--- src/design/mp2_pkg.sv ---
// Package with shared types, constants and the float compare for the 2x2 max pool.
`timescale 1ns / 1ps
`default_nettype none
package mp2_pkg;
  localparam int MaxRow = 1024;
  localparam int ColW = $clog2(MaxRow);
  localparam int WidthW = 11;
  localparam logic [WidthW-1:0] WidthReset = WidthW'(MaxRow);

  typedef struct packed {
    logic        window;
    logic        last;
    logic [ColW-1:0] col;
    logic [31:0] prior;
    logic [31:0] pixel;
  } mp2_job_t;

  // True when a > b under the IEEE ordered compare.
  function automatic logic fp_gt(input logic [31:0] a, input logic [31:0] b);
    logic a_nan;
    logic b_nan;
    logic a_zero;
    logic b_zero;
    logic res;
    a_nan = (a[30:23] == 8'hFF) && (a[22:0] != 23'd0);
    b_nan = (b[30:23] == 8'hFF) && (b[22:0] != 23'd0);
    a_zero = (a[30:0] == 31'd0);
    b_zero = (b[30:0] == 31'd0);
    if (a_nan || b_nan || (a_zero && b_zero)) begin
      res = 1'b0;
    end else if (a[31] != b[31]) begin
      res = b[31];
    end else if (a[31] == 1'b0) begin
      res = a[30:0] > b[30:0];
    end else begin
      res = a[30:0] < b[30:0];
    end
    return res;
  endfunction
endpackage
`default_nettype wire

--- src/design/mp2_front.sv ---
// Front end: accepts pixels, tracks column and row parity, writes the line buffer.
`timescale 1ns / 1ps
`default_nettype none
module mp2_front (
  input  wire logic                          clk,
  input  wire logic                          rst_n,
  input  wire logic [mp2_pkg::WidthW-1:0]    row_width,
  input  wire logic                          acc,
  input  wire logic [31:0]                   pixel,
  input  wire logic                          last,
  output logic                               we,
  output logic [mp2_pkg::ColW-1:0]           waddr,
  output mp2_pkg::mp2_job_t                  job
);
  import mp2_pkg::*;
  logic [ColW-1:0] col_r, col_nxt;
  logic odd_r, odd_nxt;
  logic [31:0] prior_r;
  logic [WidthW-1:0] w_eff;
  logic [WidthW-1:0] col_ext;

  always_comb begin
    if (row_width < WidthW'(2)) begin
      w_eff = WidthW'(2);
    end else if (row_width > WidthW'(MaxRow)) begin
      w_eff = WidthW'(MaxRow);
    end else begin
      w_eff = row_width;
    end
    col_ext = WidthW'(col_r);
    odd_nxt = odd_r;
    if (col_ext >= w_eff - WidthW'(1)) begin
      col_nxt = '0;
      odd_nxt = ~odd_r;
    end else begin
      col_nxt = col_r + ColW'(1);
    end
    if (last) begin
      col_nxt = '0;
      odd_nxt = 1'b0;
    end
  end

  assign we = acc && !odd_r;
  assign waddr = col_r;
  assign job.window = acc && odd_r && col_r[0];
  assign job.last = last;
  assign job.col = col_r;
  assign job.prior = prior_r;
  assign job.pixel = pixel;

  always_ff @(posedge clk) begin
    if (!rst_n) begin
      col_r <= '0;
      odd_r <= 1'b0;
      prior_r <= '0;
    end else if (acc) begin
      col_r <= col_nxt;
      odd_r <= odd_nxt;
      prior_r <= pixel;
    end
  end
endmodule
`default_nettype wire

--- config.mk ---
export PLATFORM = sky130hd
export DESIGN_NAME = mp2_front
export DESIGN_NICKNAME = d
export VERILOG_FILES = /design/src/design/mp2_pkg.sv /design/src/design/mp2_front.sv
export SDC_FILE = /design/constraint.sdc
export NUM_CORES = 1
export LEC_CHECK = 0
export BUFFER_PORTS_ARGS = -buffer_cell sky130_fd_sc_hd__buf_4
export CAP_MARGIN = 0
export CORE_MARGIN = 2
export CORE_UTILIZATION = 30
export DETAILED_ROUTE_END_ITERATION = 12
export GPL_TIMING_DRIVEN = 0
export MAX_ROUTING_LAYER = met4
export PLACE_DENSITY = 0.62
export SKIP_CTS_REPAIR_TIMING = 1
export SLEW_MARGIN = 25
export SYNTH_ARGS = -nofsm -noshare
export SYNTH_HDL_FRONTEND = slang
export SYNTH_SLANG_ARGS = --single-unit
--- constraint.sdc ---
create_clock -name clk -period 4 [get_ports clk]
set_clock_uncertainty 0.1 [all_clocks]
set_input_delay 0.4 -clock clk [delete_from_list [all_inputs] [get_ports clk]]
set_output_delay 0.4 -clock clk [all_outputs]
set_load 0.02 [all_outputs]
## Word-level counts from Yosys, hierarchy flattened

Index checks and enable logic that the tools add are counted.

- Register bits after elaboration: 43
- Output and inout port bits: 87
- Input bits: 47
- Word-level logic and storage cells: 21

- Bitwise logic cells: 1
- Reductions and logical operators: 6
- $lt $le $gt $ge: 3
- Multiplexer cells: 6
- Add/subtract/negate cells: 2

Operators with widths:

| kind | number |
|---|---|
| $mux W11 | 2 |
| $mux W10 | 2 |
| $ge A10 B11 Y1 | 1 |
| $gt A11 B11 Y1 const B | 1 |
| $lt A11 B2 Y1 const B | 1 |
| $sub A11 B1 Y11 const B | 1 |
| $add A10 B1 Y10 const B | 1 |
| $logic_and A1 B1 Y1 | 3 |
| $mux W1 | 2 |
| $reduce_and A2 Y1 | 1 |
| $reduce_bool A2 Y1 | 1 |
| $logic_not A1 Y1 | 1 |
| $not A1 Y1 | 1 |

## Longest topological paths before layout

- Depth in word-level cells: 7
- Depth in mapped cells: 15
- Gate-level depth less buffers: 14

## Least setup slack after synthesis

No wires, ideal clock.

- Kind: input to register
- From: in row_width[8] (netlist name)
- To: reg col_r[0] (netlist: waddr[0])
- Setup slack: 633 ps
- Stages on the path: 13
- Arrival: 3147 ps
- Setup time: 121 ps
- Cells stage by stage: or4_4 > o311ai_0 > ha_1 > buf_4 > o21ai_0 > o21ai_0 > a22oi_1 > ha_1 > o211ai_1 > o21ai_1 > a41oi_4 > o211a_1 > mux2_2

- Word-level cells in the longest chain between the ends: 7
- Elaborated cells on any way between the ends: 8
- Classes of those cells: 1 x add/sub; 3 x order compare; 4 x mux

Ends and longest elaborated chain:

| element | line | text |
|---|---|---|
| start, declared | mp2_front.sv:7 | `input wire logic [mp2_pkg::WidthW-1:0] row_width,` |
| $gt A11 B11 Y1 | mp2_front.sv:25 | `end else if (row_width > WidthW'(MaxRow)) begin` |
| $mux W11 | mp2_front.sv:25 |  |
| $mux W11 (*) | mp2_front.sv:23 | `if (row_width < WidthW'(2)) begin` |
| $sub A11 B1 Y11 (*) | mp2_front.sv:32 | `if (col_ext >= w_eff - WidthW'(1)) begin` |
| $ge A10 B11 Y1 (*) | mp2_front.sv:32 |  |
| $mux W10 (*) | mp2_front.sv:32 |  |
| $mux W10 (*) | mp2_front.sv:38 | `if (last) begin` |
| end signal, assigned | mp2_front.sv:58 | `col_r <= col_nxt;` |
| end, declared | mp2_front.sv:16 | `logic [ColW-1:0] col_r, col_nxt;` |

Mark *: on every way between the ends. The rest lies on a longest branch, timed or not.
A chain may end at the register's enable or synchronous reset.

## Final worst setup path

- From: in row_width[8] (netlist name)
- To: reg col_r[8] (netlist: waddr[8])

The elaborated chain is that of the path after synthesis.

==> run_summary.xml <==
<?xml version="1.0" encoding="UTF-8"?>
<metrics>
  <group name="power_and_ir_drop">
    <metric name="leakage" unit="nW">1.88</metric>
    <metric name="pwr-share-comb" unit="%">26.9</metric>
    <metric name="seq_power_share" unit="%">45.7</metric>
    <metric name="peakVddDrop" unit="uV">186</metric>
    <metric name="switching_share" unit="%">28.3</metric>
    <metric name="clock_power_share" unit="%">27.4</metric>
    <metric name="cell_internal_pwr" unit="mW">0.722</metric>
    <metric name="cellPowerDensity" unit="nW/um^2">270</metric>
    <metric name="power.net_switching" unit="mW">0.285</metric>
  </group>
  <group name="cells_and_area">
    <metric name="top_library_cells_by_usage_in_the_layout_fill_and_taps_aside" unit="">buf_4 (177), dfxtp_1 (43), nor2b_1 (34), mux2i_1 (34)</metric>
    <metric name="areaGrowthSynthToFinish" unit="%">48.5</metric>
    <metric name="filler_cell_count" unit="">831</metric>
    <metric name="drive_gt1_share" unit="%">48.5</metric>
    <metric name="mostFrequentLayoutCell" unit="">buf_4</metric>
    <metric name="finish.net_count" unit="">463</metric>
    <metric name="post_layout_nonfiller_instances" unit="">509</metric>
    <metric name="antenna_cells" unit="">0</metric>
  </group>
  <group name="synthesis">
    <metric name="postSynthCellCount" unit="">264</metric>
    <metric name="yosys_register_bits" unit="">43</metric>
    <metric name="number_of_enable_flip_flop_cells_after_synthesis" unit="">0</metric>
    <metric name="ys.warnings.count" unit="">0</metric>
    <metric name="ys.flop_type" unit="">dfxtp_1</metric>
    <metric name="yosys.cell_types.count" unit="">42</metric>
    <metric name="synth.avg_cell_area" unit="sq um">9.51</metric>
    <metric name="async_reset_ff_share" unit="%">0</metric>
    <metric name="postSynthNetCount" unit="">323</metric>
    <metric name="synth-seq-area-share" unit="%">34.3</metric>
    <metric name="netlist_area_before_placement" unit="sq um">2510</metric>
  </group>
  <group name="detailed_routing">
    <metric name="vias" unit="">2278</metric>
    <metric name="vias_per_instance" unit="">4.48</metric>
    <metric name="dr.pass1.iters" unit="">4</metric>
    <metric name="detail_route.drc_violations" unit="">0</metric>
    <metric name="route.final.wire_length" unit="mm">6.57</metric>
    <metric name="drt.antenna.violating_nets" unit="">0</metric>
    <metric name="detailedRoute.firstIterationViolations" unit="">52</metric>
    <metric name="drt-wirelength-per-cell" unit="microns">12.9</metric>
  </group>
  <group name="timing">
    <metric name="relSlewSlack" unit="%">63.1</metric>
    <metric name="period_share" unit="%">89.5</metric>
    <metric name="unrepaired_setup_endpoints_after_global_routing" unit="">no</metric>
    <metric name="fin_ws" unit="ns">0.419</metric>
    <metric name="slew_violations" unit="">0</metric>
    <metric name="report.final.hold_viol_count" unit="">0</metric>
    <metric name="finalSetupTns" unit="ns">0</metric>
    <metric name="fmaxAchievable" unit="GHz">0.279</metric>
    <metric name="finalWorstPathRequiredPeriod" unit="ns">3.58</metric>
    <metric name="tightestPinTransition" unit="ns">0.551</metric>
    <metric name="setup_viol_count_final" unit="">0</metric>
    <metric name="fin_hold_ws" unit="ns">0.276</metric>
  </group>
  <group name="grt">
    <metric name="antenna_found_initial" unit="">0</metric>
    <metric name="grt_overflow" unit="">0</metric>
    <metric name="first_global_vias" unit="">2234</metric>
    <metric name="grt_util_all_layers" unit="%">15.0</metric>
    <metric name="grt_start_max_net_pins" unit="">13</metric>
    <metric name="grt_pass1_wl" unit="mm">10.4</metric>
  </group>
  <group name="placement">
    <metric name="dp_slack" unit="ns">0.0921</metric>
    <metric name="final_hpwl_from_detailed_placement" unit="mm">5.24</metric>
    <metric name="globalplace.congestion" unit="">0.772</metric>
    <metric name="io_buffer_count" unit="">133</metric>
    <metric name="numPlacedInstances" unit="">502</metric>
  </group>
  <group name="floorplan">
    <metric name="die_area" unit="sq um">9120</metric>
    <metric name="die-height" unit="microns">95.5</metric>
    <metric name="placementRows" unit="">33</metric>
    <metric name="die_w" unit="microns">95.5</metric>
    <metric name="initial_core_util" unit="%">30.7</metric>
    <metric name="number_of_top_level_pins" unit="">134</metric>
    <metric name="placeableCoreArea" unit="sq um">8180</metric>
  </group>
  <group name="clock_tree">
    <metric name="cts-buffers-inserted" unit="">5</metric>
    <metric name="cts-htree-levels" unit="">2</metric>
    <metric name="worstSkewPairLatency" unit="ns">0.29</metric>
    <metric name="cts_tree" unit="">built</metric>
    <metric name="path_clk_slew" unit="ns">0.08</metric>
    <metric name="cts-root-to-sink-buffers" unit="">2</metric>
    <metric name="cts.root.buffer_cell" unit="">clkbuf_8</metric>
    <metric name="total_number_of_clock_tree_sinks" unit="">43</metric>
  </group>
  <group name="critical_path">
    <metric name="timing.critical_path.depth" unit="">14</metric>
    <metric name="kind_of_cell_adding_the_most_delay_to_the_critical_path" unit="">compound AO/OA/AOI/OAI gates</metric>
    <metric name="depth_of_the_most_critical_reg_to_reg_path" unit="">8</metric>
    <metric name="timing.critical_path.from_type" unit="">primary input</metric>
    <metric name="critPathKind" unit="">in2reg</metric>
    <metric name="category_of_the_worst_setup_path_capture_point" unit="">register</metric>
    <metric name="worstReg2RegStart" unit="">waddr[0]$_SDFFE_PN0P_</metric>
    <metric name="worstSetupEndpoint" unit="">waddr[8]$_SDFFE_PN0P_</metric>
    <metric name="timing.critical_path.fanout_max" unit="">10</metric>
    <metric name="critical_path.n_buffers_inverters" unit="">2</metric>
    <metric name="critPathRequiredTime" unit="ns">4.05</metric>
    <metric name="cell_by_cell_listing_of_the_critical_path" unit="">buf_4 &gt; or4_4 &gt; o311ai_0 &gt; ha_1 &gt; buf_4 &gt; o21ai_0 &gt; o21ai_0 &gt; a22oi_1 &gt; ha_1 &gt; o211ai_1 &gt; o21ai_1 &gt; a41oi_4 &gt; nor3_2 &gt; nor3_1</metric>
    <metric name="critical_path.max_stage_delay" unit="ns">0.56</metric>
    <metric name="timing.critical_path.slowest_stage_cell" unit="">or4_4</metric>
    <metric name="reg2reg_slack" unit="ns">1.68</metric>
    <metric name="critPathLaunch" unit="">row_width[8]</metric>
    <metric name="r2r-end" unit="">waddr[8]$_SDFFE_PN0P_</metric>
    <metric name="timing.critical_path.arrival" unit="ns">3.63</metric>
  </group>
  <group name="outcome">
    <metric name="outcome" unit="">complete, no violations</metric>
  </group>
  <group name="run">
    <metric name="max-cap-violations" unit="">0</metric>
  </group>
  <group name="min_path">
    <metric name="worstHoldPathType" unit="">in2reg</metric>
  </group>
</metrics>
==> synthesized netlist by cell type (2+ instances only) <==
master	number	share of area [%]
mux2i_1	34	14
nor4_1	2	0.50
a211oi_1	2	0.60
clkbuf_1	3	0.45
nand2_1	10	1.5
a32oi_1	2	0.70
ha_1	12	6.0
or3_1	2	0.50
nor3_1	12	2.4
inv_2	2	0.30
o21ai_0	4	0.80
nand2b_1	2	0.50
nor2b_1	34	8.5
nand4_1	4	1.0
buf_2	4	0.80
inv_1	3	0.45
or4_4	2	0.90
a21oi_1	5	1.0
buf_4	44	13
xor2_1	9	3.1
dfxtp_1	43	34
xnor2_1	2	0.70
nor2_1	4	0.60
and3_1	5	1.2
==> layout make-up <==
class	instances	area (sq um)	share of cell area, %
Multi-Input combinational cell	165	1270	34.1
Timing Repair Buffer	133	998	26.8
Sequential cell	43	861	23.1
Buffer	51	362	9.70
Tap cell	105	131	3.52
Clock buffer	6	82.6	2.21
Inverter	5	18.8	0.503
Clock inverter	1	5.00	0.134
==> worst min-delay path by stage <==
stage               slack, ns  cells after the start                  endpoint                startpoint
finish                   0.28                      3   prior_r[4]$_SDFFE_PN0P_                  pixel[4]
global route             0.27                      3  prior_r[10]$_SDFFE_PN0P_                 pixel[10]
floorplan                0.40                      2        odd_r$_SDFFE_PN0P_        odd_r$_SDFFE_PN0P_
global placement         0.40                      2  prior_r[13]$_SDFFE_PN0P_  prior_r[13]$_SDFFE_PN0P_
CTS                      0.27                      3  prior_r[10]$_SDFFE_PN0P_                 pixel[10]
detailed placement       0.41                      2  prior_r[21]$_SDFFE_PN0P_  prior_r[21]$_SDFFE_PN0P_
==> power groups by stage <==
stage | Clock, mW | Sequential [mW] | Combinational, mW
detailed placement | 0 | 0.470 | 0.273
floorplan | 0 | 0.493 | 0.126
finish | 0.276 | 0.461 | 0.271
global route | 0.307 | 0.463 | 0.292
CTS | 0.289 | 0.461 | 0.274
global placement | 0 | 0.469 | 0.270
==> flip-flops by register name (all words and copies together), names as in the netlist <==
| register | flops |
|---|---|
| prior_r | 32 |
| waddr | 10 |
| odd_r | 1 |
==> worst register-to-register path, cell delays in order, from the launching register on <==
cell and delay, ns:
dfxtp_1 0.53, inv_1 0.13, ha_1 0.29, nand2b_1 0.09
a211oi_1 0.06, o21ai_1 0.23, a41oi_4 0.17, nor3_2 0.47
nor3_1 0.12
==> per-layer routing <==
layer | vias up | track usage [%] | wire (microns)
met3 | 5 | 3.72 | 523
met2 | 103 | 24.2 | 3050
met4 | 0 | 4.29 | 75
li1 | 1149 | - | -
met5 | - | - | 0
met1 | 1021 | 18.5 | 2920
==> stage by stage <==
stage | cell area [sq um] | total power [mW] | utilization [%]
2_1_floorplan | 2510 | 0.619 | -
3_3_place_gp | 3640 | 0.740 | 44.5
3_5_place_dp | 3640 | 0.743 | 44.5
4_1_cts | 3730 | 1.02 | 45.6
5_1_grt | 3730 | 1.06 | 45.6
6_report | 3730 | 1.01 | 45.6
==> cells by family (layout without fill, tap and decap cells) <==
| kind of cell | Yosys count | in the layout | synth area share [%] |
|---|---|---|---|
| xor gates and xnor gates | 11 | 11 | 3.84 |
| DFF | 43 | 43 | 34.3 |
| and+or+nand+nor | 83 | 83 | 19.6 |
| adders and majority gates | 12 | 12 | 5.98 |
| muxes | 35 | 35 | 14.0 |
| buffers and inverters | 56 | 196 | 15.1 |
| AOI/OAI and AO/OA | 24 | 24 | 7.18 |
No activity file was read; power rests on OpenSTA's default activity.
