===== src/design/mp2_pkg.sv =====
// Package with shared types, constants and the float compare for the 2x2 max pool.
`timescale 1ns / 1ps
`default_nettype none
package mp2_pkg;
  localparam int MaxRow = 1024;
  localparam int ColW = $clog2(MaxRow);
  localparam int WidthW = 11;
  localparam logic [WidthW-1:0] WidthReset = WidthW'(MaxRow);

  typedef struct packed {
    logic        window;
    logic        last;
    logic [ColW-1:0] col;
    logic [31:0] prior;
    logic [31:0] pixel;
  } mp2_job_t;

  // True when a > b under the IEEE ordered compare.
  function automatic logic fp_gt(input logic [31:0] a, input logic [31:0] b);
    logic a_nan;
    logic b_nan;
    logic a_zero;
    logic b_zero;
    logic res;
    a_nan = (a[30:23] == 8'hFF) && (a[22:0] != 23'd0);
    b_nan = (b[30:23] == 8'hFF) && (b[22:0] != 23'd0);
    a_zero = (a[30:0] == 31'd0);
    b_zero = (b[30:0] == 31'd0);
    if (a_nan || b_nan || (a_zero && b_zero)) begin
      res = 1'b0;
    end else if (a[31] != b[31]) begin
      res = b[31];
    end else if (a[31] == 1'b0) begin
      res = a[30:0] > b[30:0];
    end else begin
      res = a[30:0] < b[30:0];
    end
    return res;
  endfunction
endpackage
`default_nettype wire


===== src/design/mp2_back.sv =====
// Back end: reads the stored row pair, compares the window and holds the result.
`timescale 1ns / 1ps
`default_nettype none
module mp2_back (
  input  wire logic        clk,
  input  wire logic        rst_n,
  input  wire logic        job_valid,
  input  mp2_pkg::mp2_job_t job_in,
  input  wire logic [31:0] up_left,
  input  wire logic [31:0] up_right,
  output logic             stage_valid,
  output logic [32:0]      res,
  output logic             res_valid,
  input  wire logic        res_ready
);
  import mp2_pkg::*;
  logic s1_valid_r;
  mp2_job_t s1_r;
  logic [31:0] m1, m2, best;
  logic s1_move;

  assign stage_valid = s1_valid_r;
  assign s1_move = s1_valid_r && (!res_valid || res_ready);

  always_comb begin
    m1 = fp_gt(up_right, up_left) ? up_right : up_left;
    m2 = fp_gt(s1_r.prior, m1) ? s1_r.prior : m1;
    best = fp_gt(s1_r.pixel, m2) ? s1_r.pixel : m2;
  end

  always_ff @(posedge clk) begin
    if (!rst_n) begin
      s1_valid_r <= 1'b0;
      res_valid <= 1'b0;
    end else begin
      if (job_valid) begin
        s1_valid_r <= 1'b1;
      end else if (s1_move) begin
        s1_valid_r <= 1'b0;
      end
      if (s1_move) begin
        res_valid <= 1'b1;
      end else if (res_ready) begin
        res_valid <= 1'b0;
      end
    end
  end

  always_ff @(posedge clk) begin
    if (job_valid) begin
      s1_r <= job_in;
    end
    if (s1_move) begin
      res <= {s1_r.last, best};
    end
  end
endmodule
`default_nettype wire


===== config.mk =====
export PLATFORM = sky130hd
export DESIGN_NAME = mp2_back
export DESIGN_NICKNAME = d
export VERILOG_FILES = /design/src/design/mp2_pkg.sv /design/src/design/mp2_back.sv
export SDC_FILE = /design/constraint.sdc
export NUM_CORES = 1
export LEC_CHECK = 0
export BUFFER_PORTS_ARGS = -buffer_cell sky130_fd_sc_hd__buf_4
export CAP_MARGIN = 10
export CORE_ASPECT_RATIO = 2
export CORE_MARGIN = 1.5
export CORE_UTILIZATION = 30
export CTS_BUF_LIST = sky130_fd_sc_hd__clkbuf_8 sky130_fd_sc_hd__clkbuf_16
export DETAILED_ROUTE_END_ITERATION = 8
export HOLD_SLACK_MARGIN = 0.03
export SYNTH_ARGS = -nofsm -noshare
export SYNTH_HDL_FRONTEND = slang
export SYNTH_SLANG_ARGS = --single-unit
export TNS_END_PERCENT = 10

===== constraint.sdc =====
create_clock -name clk -period 12.8 [get_ports clk]
set_input_delay 2.56 -clock clk [delete_from_list [all_inputs] [get_ports clk]]
set_output_delay 2.56 -clock clk [all_outputs]
set_load 0.05 [all_outputs]

-- Word level (Yosys, flattened, before mapping)
Cells that the tools add are included.
- input bits: 144
- bits in registers: 100
- word-level logic and storage cells: 69
- $lt $le $gt $ge: 6
- equality and inequality tests: 9
- reduce and logical (&&, ||, !) cells: 32
- muxes and demuxes: 16
- operators by type and width (cell ; number):
    logical NOT 31 bit ; 6
    nonzero test 23 bit ; 6
    2-to-1 mux 32 bit ; 3
    > comparator 31 bit ; 3
    < comparator 31 bit ; 3
    == test 8 bit (second input constant) ; 6
    2-to-1 mux 1 bit ; 13
    logical AND 1 bit ; 10
    logical OR 1 bit ; 7
    nonzero test 2 bit ; 2
    != test 1 bit ; 3
    logical NOT 1 bit ; 1

-- Longest topological paths before layout
Gate-level depths: netlist (run 1).
- depth after elaboration: 18
- depth in mapped cells: 42
- mapped depth without buffers: 37

-- Worst setup path before layout (run 1)
OpenSTA, ideal clock, no wires.
- path type: input-to-reg
- from: input up_left[22]
- to: register res[2] (data pin)
- data required time: 12.540 ns
- path buffers: 5
- stages on the path: 40
- path slack: 1.979 ns
- arrival time: 10.561 ns
- cells stage by stage: inv_1 -> ha_1 -> a21oi_1 -> o21ai_0 -> a221oi_1 -> o211ai_1 -> or4_4 -> nand2_1 -> buf_2 -> buf_1 -> a21oi_1 -> ha_1 -> nand3_1 -> or4_1 -> nor2_1 -> o21ai_0 -> or4_1 -> nand4_1 -> (+4 left out) -> clkbuf_1 -> o211ai_1 -> o21ai_0 -> ha_1 -> a21o_1 -> a21o_1 -> a21o_1 -> a21o_1 -> a21o_1 -> a21o_1 -> a21oi_1 -> o211ai_1 -> o221ai_1 -> nand3_1 -> mux2_4 -> o2111ai_2 -> buf_8 -> mux2_4
- word-level cells in the longest chain between the ends: 18
- elaborated cells between the ends (all ways): 40
- classes of those cells: 6 x order compare; 4 x eq/ne; 12 x mux; 18 x reduce/logical
- ends and longest elaborated chain (element ; RTL line ; text):
    from (decl) ; mp2_back.sv:9 ; input wire logic [31:0] up_left,
    branches (longest 5 deep; another with > comparator 31 bit) ; n/a ;
    2-to-1 mux 32 bit (*) ; mp2_back.sv:26 ; m1 = fp_gt(up_right, up_left) ? up_right : up_left;
    branches (longest 5 deep; another with > comparator 31 bit) ; n/a ;
    2-to-1 mux 32 bit (*) ; mp2_back.sv:27 ; m2 = fp_gt(s1_r.prior, m1) ? s1_r.prior : m1;
    branches (longest 5 deep; another with > comparator 31 bit) ; n/a ;
    2-to-1 mux 32 bit (*) ; mp2_back.sv:28 ; best = fp_gt(s1_r.pixel, m2) ? s1_r.pixel : m2;
    via best[2] ; mp2_back.sv:19 ; logic [31:0] m1, m2, best;
    to (signal assigned) ; mp2_back.sv:54 ; res <= {s1_r.last, best};
    to (decl) ; mp2_back.sv:12 ; output logic [32:0] res,
Mark *: on every way through the listed nets, which the timed path passes.
A chain may end at the register's enable or synchronous reset.

-- Worst setup path after layout (run 1)
- from: input up_left[8]
- to: register res[29] (data pin)
Same word-level chain as after synthesis.

==> summary.md, run 1 <==
| Metric | Value |
|---|---|
| Final Cycle Share | 0.921 |
| Hold Crit Class | reg -> reg |
| Pin count of the biggest net entering global routing | 67 |
| Ys async rst share | 0 |
| Via count | 6,161 |
| Layout cell share with drive strength beyond 1 | 0.235 |
| Initial DRC count | 323 |
| Post-synth top area share | 0.414 |
| Worst setup EP type | flip-flop |
| Cells after DPL | ~1,200 |
| Largest area contributor in the netlist | edfxtp_1 |
| Mapped Avg Cell Area | 9.95 µm² |
| Max IR drop VDD | 0.105 mV |
| Max-Cap Viols | 0 |
| RSZ-0062 raised after global routing | no |
| Post-synth EDFFs | 98 |
| Synth warnings | 0 |
| Setup TNS | 0 ns |
| Storage element area | 0.00298 mm² |
| Clk_lat worst skew | 0.35 ns |
| # IOs | between 150 and 200 |
| GPL Wtd Cong | 0.893 |
| Drt wl/cell | ~19 µm |
| Post-route DRC violation count | 8 |
| Rows | between 70 and 80 |
| Buffers on Ports | 167 |
| CTS clk-pin slew, worst paths | 0.06 ns |
| Critical Path RT | between 10 and 15 ns |
| CP max stage delay | 0.64 ns |
| Top FF cell, synth | edfxtp_1 |
| Num CTS Buffers | 9 |
| Total power | 1.27 mW |
| Area of placed instances | between 0.008 and 0.009 mm² |
| Crit path max fanout | 21 |
| Endpoints failing setup | 0 |
| Synth Instances | slightly above 700 |
| Final Hold Fails | 0 |
| CORE AREA | 0.0233 mm² |
| Hpwl dp | 18.8 mm |
| GRT Util Overall | 0.182 |
| Root buffer cell | clkbuf_16 |
| Status | complete, but fails checks |
| Util after Layout | 0.386 |
| Final Max Slew Viols | 0 |
| Failing checks | design-rule violations |
| Most used cell, CP | a21o_1 |
| Final min period | 11.79 ns |
| Slowest CP cell | or4_1 |
| Final worst slack | 1.01 ns |
| # clock sinks | 100 |
| Post-Route WL | 22.3 mm |
| Clock buffer depth | 2 |
| Initial antenna violation count | 0 |
| Measured slew at the worst slew-check pin | around 1.0 ns |
| Nets@finish | 1,116 |
| First-pass GRT wire length | approximately 34 mm |
| Final cell count without fillers | 1,172 |
| Clk_skew | 0.00654 ns |
| CTS Hold Buffers Added | 0 |
| Static Leak | 4.05 nW |
| Delay-heaviest family, CP | compound AO/OA/AOI/OAI gates |
| # diodes | 0 |
| WS Path Type | in -> reg |
| Vias in the first global route | roughly 6,300 |
| Post_cts resized | 0 |
| 1st-pass router iterations | 6 |
| Synth Net Count | ~950 |
| Fmax achieved | 84.8 MHz |
| Multi-input logic area | 0.00379 mm² |
| Dominant cells by area after synthesis | edfxtp_1, ha_1, mux2i_1, a21oi_1, inv_1 |
| PwrDens | 141 mW/mm² |
| WHS | 0.426 ns |
| Die Span Y | ~220 µm |
| Post-CTS Setup Bufs | 0 |
| Horiz. Die Dim | 112 µm |
| Synthesized flop and latch total | 100 |
| Final instance area | ~0.009 mm² |
| WP data arrival | 11.96 ns |
| Initial Utilization | 0.305 |
| DP Worst Slack | 0.616 ns |
| Synth unique cells | 59 |
| H-tree depth | 3 |
| Seq/Total Area, Yosys | 0.419 |
| P&R area growth vs syn | 26.7% |
| Crit path buffers/inverters | 5 |
| Mapped cell area | 0.00712 mm² |
| Slew margin rel. | 0.312 |
| Number of fill cells | 2,390 |
| ANT nets after route | 0 |
| CTS tree | yes |
| Vias per cell | 5.26 |
| Global route total overflow | 0 |
| Die area | 0.0247 mm² |
| Crit path launch type | primary input |
-- registers in the layout, indices dropped and copies added (netlist names) --
| register | cells |
|---|---|
| res_valid | 1 |
| s1_r | 65 |
| res | 33 |
| stage_valid | 1 |
-- layout make-up --
| type | count | area share |
|---|---|---|
| clock inverters | 7 | 0.00750 |
| repair buffers | 176 | 0.148 |
| clock buffers | 9 | 0.0250 |
| well taps | 283 | 0.0393 |
| multi-input cells | 527 | 0.420 |
| inverters | 70 | 0.0292 |
| flip-flops and latches | 100 | 0.331 |
-- metal layers --
metal / share of wire / track usage
met4: 0.058 / 0.116
met1: 0.35 / 0.175
met2: 0.56 / 0.353
met5: 0 / 0
met3: 0.038 / 0.0241
-- Yosys cell counts (3+ instances only) --
master / instances
o21a_1: 4
nor2_1: 52
nand4_1: 32
o211ai_1: 11
mux2_2: 3
o21ai_0: 43
mux2_4: 4
ha_1: 88
buf_6: 3
and2_1: 3
clkbuf_1: 8
mux2i_1: 29
xnor2_1: 3
nand2_1: 57
nor4_1: 31
a221oi_1: 3
a21oi_1: 56
buf_1: 5
nor3_1: 16
a21o_1: 26
a211oi_1: 7
and3_1: 4
edfxtp_1: 98
inv_1: 70
nor2b_1: 5
nand3_1: 12
-- logic make-up (layout without fill, tap and decap cells) --
logic type / count (synthesis) / in the layout / synth area share
AOI/OAI and AO/OA: 171 / 171 / 0.151
xor gates and xnor gates: 3 / 3 / 0.00369
adders and majority gates: 89 / 89 / 0.156
buffers and inverters: 88 / 262 / 0.0513
DFF: 100 / 100 / 0.419
muxes: 37 / 37 / 0.0571
and+or+nand+nor: 227 / 227 / 0.162
-- final timing paths --
path	startpoint	endpoint	slack (ns)	cells after the start
hold reg to reg	s1_r[74]$_DFFE_PP_	res[32]$_DFFE_PP_	0.43	0
setup / recovery	up_left[8]	res[29]$_DFFE_PP_	1.01	38
hold / removal	s1_r[74]$_DFFE_PP_	res[32]$_DFFE_PP_	0.43	0
setup reg to reg	s1_r[52]$_DFFE_PP_	res[29]$_DFFE_PP_	5.50	28
-- cell usage in the layout (no fill, tap or decap), types with 7 or more instances in the layout --
cell type / count
nand3_1: 12
o211ai_1: 11
inv_1: 72
nor3_1: 16
nand2_1: 57
clkbuf_16: 9
edfxtp_1: 98
nand4_1: 32
o21ai_0: 43
ha_1: 88
a211oi_1: 7
nor4_1: 31
buf_4: 175
nor2_1: 52
a21oi_1: 56
mux2i_1: 29
a21o_1: 26
-- power breakdown --
| group | total [mW] | internal [mW] | switching, mW | leakage (nW) |
|---|---|---|---|---|
| logic | 0.553 | 0.229 | 0.324 | 2.94 |
| clock network | 0.269 | 0.151 | 0.118 | 0.150 |
| registers | 0.446 | 0.417 | 0.0284 | 0.961 |
(Power assumes the default switching activity.)
==> inputs of run 2 (changes only) <==
--- a/config.mk
+++ b/config.mk
@@ -7,3 +7,3 @@
 export LEC_CHECK = 0
-export BUFFER_PORTS_ARGS = -buffer_cell sky130_fd_sc_hd__buf_4
+export BUFFER_PORTS_ARGS = -buffer_cell sky130_fd_sc_hd__buf_2
 export CAP_MARGIN = 10
@@ -15,2 +15,3 @@
 export HOLD_SLACK_MARGIN = 0.03
+export REMOVE_ABC_BUFFERS = 1
 export SYNTH_ARGS = -nofsm -noshare
--- a/constraint.sdc
+++ b/constraint.sdc
@@ -3,2 +3,2 @@
 set_output_delay 2.56 -clock clk [all_outputs]
-set_load 0.05 [all_outputs]
+set_load 0.02 [all_outputs]
==> summary.md, run 2 (synthesized netlist as in run 1, its figures left out) <==
| Metric | Value |
|---|---|
| CTS clk-pin slew, worst paths | 0.06 ns |
| # clock sinks | 100 |
| Nets@finish | roughly 1,100 |
| Slew margin rel. | 0.283 |
| Register with the most flip-flops | s1_r |
| Post_cts resized | 0 |
| Num CTS Buffers | 9 |
| P&R area growth vs syn | 20.8% |
| WP data arrival | 12.14 ns |
| Most frequent cells in the layout | buf_2, edfxtp_1, ha_1 |
| Static Leak | 3.91 nW |
| Worst setup EP type | flip-flop |
| Total power | 1.19 mW |
| Combinational Power Share | 0.405 |
| Most used cell, CP | a21o_1 |
| Slowest CP cell | or3_1 |
| Post-Route WL | 22.7 mm |
| GPL Wtd Cong | 0.915 |
| Max IR drop VDD | 0.0911 mV |
| PwrDens | between 100 and 150 mW/mm² |
| Die Span Y | 221 µm |
| Root buffer cell | clkbuf_16 |
| Global route total overflow | 0 |
| Clk pwr share | 0.222 |
| Final cell count without fillers | ~1,200 |
| Endpoints failing setup | 0 |
| Initial Utilization | 0.305 |
| Biggest regs | s1_r: 65 flops, res: 33 flops |
| Hpwl dp | 19.2 mm |
| Fmax achieved | 83.5 MHz |
| Final Cycle Share | 0.936 |
| Buffers on Ports | 167 |
| Hold Crit Class | reg -> reg |
| Critical Path RT | 12.97 ns |
| Clk_lat worst skew | roughly 0.36 ns |
| Drt wl/cell | ~19 µm |
| Cells after DPL | approximately 1,200 |
| Initial antenna violation count | 2 |
| CTS tree | yes |
| # IOs | 179 |
| Final Max Slew Viols | 0 |
| P_int | 769 µW |
| Number of fill cells | 2,392 |
| CP max stage delay | 0.59 ns |
| Commonest non-fill, non-tap cell in the layout | buf_2 |
| WS Path Type | in -> reg |
| First-pass GRT wire length | 34.0 mm |
| Final Hold Fails | 0 |
| Vias in the first global route | 6,327 |
| Clk_skew | 0.00762 ns |
| Final min period | 11.98 ns |
| Failing checks | design-rule violations |
| 1st-pass router iterations | 9 |
| Sequential share of power | 0.373 |
| Horiz. Die Dim | 112 µm |
| Max-Cap Viols | 0 |
| CTS Hold Buffers Added | 0 |
| Status | complete, but fails checks |
| Crit path launch type | primary input |
| H-tree depth | 3 |
| Post-route DRC violation count | 11 |
| Pin count of the biggest net entering global routing | 67 |
| Vias per cell | 5.26 |
| Layout cell share with drive strength beyond 1 | 0.236 |
| Max reg flops | 65 |
| RSZ-0062 raised after global routing | no |
| Die area | approximately 0.025 mm² |
| Switching Fraction | 0.356 |
| Measured slew at the worst slew-check pin | between 1 and 1.5 ns |
| WHS | 0.425 ns |
| Crit path max fanout | 18 |
| Initial DRC count | 288 |
| GRT Util Overall | 0.186 |
| Via count | 6,191 |
| P_sw | ~420 µW |
| Setup TNS | 0 ns |
| ANT nets after route | 0 |
| CORE AREA | between 0.02 and 0.025 mm² |
| Clock buffer depth | 2 |
| Post-CTS Setup Bufs | 0 |
| Rows | between 70 and 80 |
## run 2: area by class of cell
type	count	area, µm²	area share
inverter	70	263	0.0306
tap	283	354	0.0412
sequential	100	2980	0.347
multi-input combinational	527	3790	0.441
clock buffer	9	225	0.0262
antenna	2	5.00	0.000582
clock inverter	7	58.8	0.00684
timing repair buffer	178	918	0.107
## run 2: path summary, 6_finish.rpt
check | startpoint | endpoint | slack, ns | cells past startpoint
worst max-delay path | up_left[19] | res[7]$_DFFE_PP_ | 0.82 | 37
worst min-delay path | s1_r[74]$_DFFE_PP_ | res[32]$_DFFE_PP_ | 0.43 | 0
worst max register to register | s1_r[56]$_DFFE_PP_ | res[7]$_DFFE_PP_ | 5.46 | 26
worst min register to register | s1_r[74]$_DFFE_PP_ | res[32]$_DFFE_PP_ | 0.43 | 0
## run 2: per-stage QoR
step           setup WS, ns  area (µm²)   util
2_1_floorplan         0.455        7010      -
3_5_place_dp          0.486        8310  0.356
3_3_place_gp          0.542        8310  0.356
5_1_grt               0.291        8590  0.368
4_1_cts               0.837        8590  0.368
6_report              0.823        8590  0.368
## run 2: power groups by stage
| stage | combinational [mW] | clock, mW | sequential [mW] |
|---|---|---|---|
| final | 0.483 | 0.265 | 0.445 |
| after CTS | 0.487 | 0.272 | 0.446 |
| after floorplan | 0.307 | 0 | 0.464 |
| after global placement | 0.477 | 0 | 0.452 |
| after detailed placement | 0.484 | 0 | 0.452 |
| after global routing | 0.537 | 0.284 | 0.449 |
## run 2: worst max-delay path, delay by kind of cell
family,cells,cell delay (ns)
mux,3,0.95
simple gates,10,2.80
fa+ha+maj,2,0.60
buf+inv,3,0.64
compound gates,19,4.55
## run 2: metal layers
layer	global-route usage	up-vias	routed length (µm)
met4	0.150	0	1790
li1	-	3051	-
met1	0.174	2890	7610
met5	0	-	0
met2	0.351	178	12500
met3	0.0249	72	793
==> inputs of run 3 (changes only) <==
- ABC_AREA: unset -> 1
==> summary.md, run 3 <==
| Metric | Value |
|---|---|
| WHS Endpoint | res[32]$_DFFE_PP_ |
| Status | finished clean |
| Reg2Reg Setup Slack | 6.62 ns |
| Clk_lat worst skew | 0.37 ns |
| Mapped cell area | 0.00750 mm² |
| Final worst slack | 3.07 ns |
| Critical Path RT | 13.03 ns |
| Multiplexer area fraction after synthesis | 0 |
| Worst hold start | s1_r[74]$_DFFE_PP_ |
| R2r startpoint | s1_r[32]$_DFFE_PP_ |
| CORE AREA | 0.0245 mm² |
| GPL Wtd Cong | 0.888 |
| Synthesized flop and latch total | 100 |
| Post-synth top area share | 0.392 |
| Post-synth EDFFs | 98 |
| Largest area contributor in the netlist | edfxtp_1 |
| Max IR drop VDD | 0.0625 mV |
| Measured slew at the worst slew-check pin | 1.08 ns |
| Synth cell count leaders | nand2_1, inv_1, edfxtp_1 |
| Final Hold Fails | 0 |
| Layout cell share with drive strength beyond 1 | 0.209 |
| Final Max Slew Viols | 0 |
| Clk_skew | 0.0144 ns |
| Final Cycle Share | 0.760 |
| Synth Area in Adders | 0.147 |
| Via count | 6,792 |
| Top FF cell, synth | edfxtp_1 |
| Initial DRC count | 318 |
| Die Span Y | 227 µm |
| Post-Synth Simple-Gate Area | 0.281 |
| Synth Instances | just over 900 |
| Vias in the first global route | roughly 6,600 |
| Mapped Avg Cell Area | between 8 and 9 µm² |
| CP max stage delay | around 0.48 ns |
| Dominant cells by area after synthesis | edfxtp_1, ha_1, nand2_1, inv_1, nand3_1 |
| WS Path Type | in -> reg |
| Max-Cap Viols | 0 |
| Fmax achieved | just over 100 MHz |
| Worst setup EP type | flip-flop |
| Clock buffer depth | 2 |
| H-tree depth | 3 |
| GRT Util Overall | 0.179 |
| 1st-pass router iterations | 4 |
| Drt wl/cell | ~16 µm |
| # diodes | 0 |
| Top-count cell post-synth | nand2_1 |
| Initial antenna violation count | 0 |
| Setup TNS | 0 ns |
| Register with the most flip-flops | s1_r |
| Vias per cell | 4.79 |
| CTS tree | yes |
| ANT nets after route | 0 |
| Final min period | just under 10 ns |
| Endpoints failing setup | 0 |
| R2R depth | 25 |
| Die area | 0.0260 mm² |
| CTS clk-pin slew, worst paths | around 0.07 ns |
| Hold Crit Class | reg -> reg |
| Commonest non-fill, non-tap cell in the layout | nand2_1 |
| Biggest regs | s1_r: 65 flops, res: 33 flops |
| Slew margin rel. | 0.281 |
| Post-Route WL | 23.0 mm |
| Buffers on Ports | 167 |
| Num CTS Buffers | 9 |
| Ys async rst share | 0 |
| Most used cell, CP | nand2_1 |
| Hpwl dp | 19.2 mm |
| Seq/Total Area, Yosys | 0.398 |
| Static Leak | 4.24 nW |
| Combinational family with the most area after synthesis | simple AND/OR/NAND/NOR gates |
| # clock sinks | 100 |
| Max reg flops | 65 |
| Most frequent cells in the layout | nand2_1, buf_2, inv_1 |
| Slowest CP cell | nand2_4 |
| Post_cts resized | 0 |
| Post-synthesis compound-gate area fraction | 0.0949 |
| CTS Hold Buffers Added | 0 |
| P&R area growth vs syn | 19.2% |
| Pin count of the biggest net entering global routing | 67 |
| Rows | 81 |
| WHS Path Cells | 0 |
| Post-route DRC violation count | 0 |
| DP Worst Slack | 2.71 ns |
| # IOs | 179 |
| Synth warnings | 0 |
| Crit path launch type | primary input |
| RSZ-0062 raised after global routing | no |
| Crit path max fanout | 59 |
| Reg-to-Reg End | res[28]$_DFFE_PP_ |
| WP data arrival | 9.96 ns |
| Nets@finish | 1,314 |
| PwrDens | 135 mW/mm² |
| Synth unique cells | 39 |
| Post-synthesis xor/xnor area fraction | 0 |
| Root buffer cell | clkbuf_16 |
| Global route total overflow | 0 |
| Horiz. Die Dim | 115 µm |
| Post-CTS Setup Bufs | 0 |
| First-pass GRT wire length | 34.6 mm |
| Initial Utilization | 0.306 |
-- run 3: stage by stage --
stage | area [µm²] | instances | hold WS, ns | util | power, mW
finish | 8940 | 1419 | 0.428 | 0.365 | 1.21
global route | 8940 | 1419 | 0.447 | 0.365 | 1.29
CTS | 8940 | 1419 | 0.425 | 0.365 | 1.22
detailed placement | 8630 | 1403 | 0.409 | 0.352 | 0.927
global placement | 8630 | 1403 | 0.403 | 0.352 | 0.919
floorplan | 7350 | 901 | 0.400 | - | 0.763
-- run 3: layer usage --
metal | vias up | GRT usage | share of wire | wire length, µm
li1 | 3481 | - | - | -
met1 | 3084 | 0.173 | 0.35 | 8100
met2 | 173 | 0.351 | 0.56 | 12900
met3 | 54 | 0.0209 | 0.033 | 769
met4 | 0 | 0.108 | 0.054 | 1240
met5 | - | 0 | 0 | 0
-- run 3: cell type report --
type	count	area [µm²]
Clock buffer	9	225
Clock inverter	7	82.6
Fill cell	2658	15600
Inverter	118	443
Multi-Input combinational cell	683	3940
Sequential cell	100	2980
Tap cell	332	415
Timing Repair Buffer	170	858
-- run 3: worst max-delay path by stage --
stage | from | endpoint
after floorplan | up_left[30] | res[0]$_DFFE_PP_
after global placement | up_left[26] | res[29]$_DFFE_PP_
after detailed placement | up_left[26] | res[29]$_DFFE_PP_
after CTS | up_left[26] | res[29]$_DFFE_PP_
after global routing | up_left[26] | res[20]$_DFFE_PP_
final | up_left[26] | res[28]$_DFFE_PP_
-- run 3: report_power, final --
group	switching [mW]	internal, mW
logic	0.316	0.160
clock network	0.134	0.155
registers	0.0240	0.416
-- run 3: critical path, delay by kind of cell --
family	cells	cell delay [ns]
fa+ha+maj	3	0.92
buf+inv	5	0.72
compound gates	8	1.97
simple gates	21	3.74
-- run 3: cell families after synthesis --
kind of cell             Yosys count
buffers and inverters            139
flip-flops                       100
adder cells (fa/ha/maj)           88
AND/OR/NAND/NOR                  479
AO/OA/AOI/OAI                    116
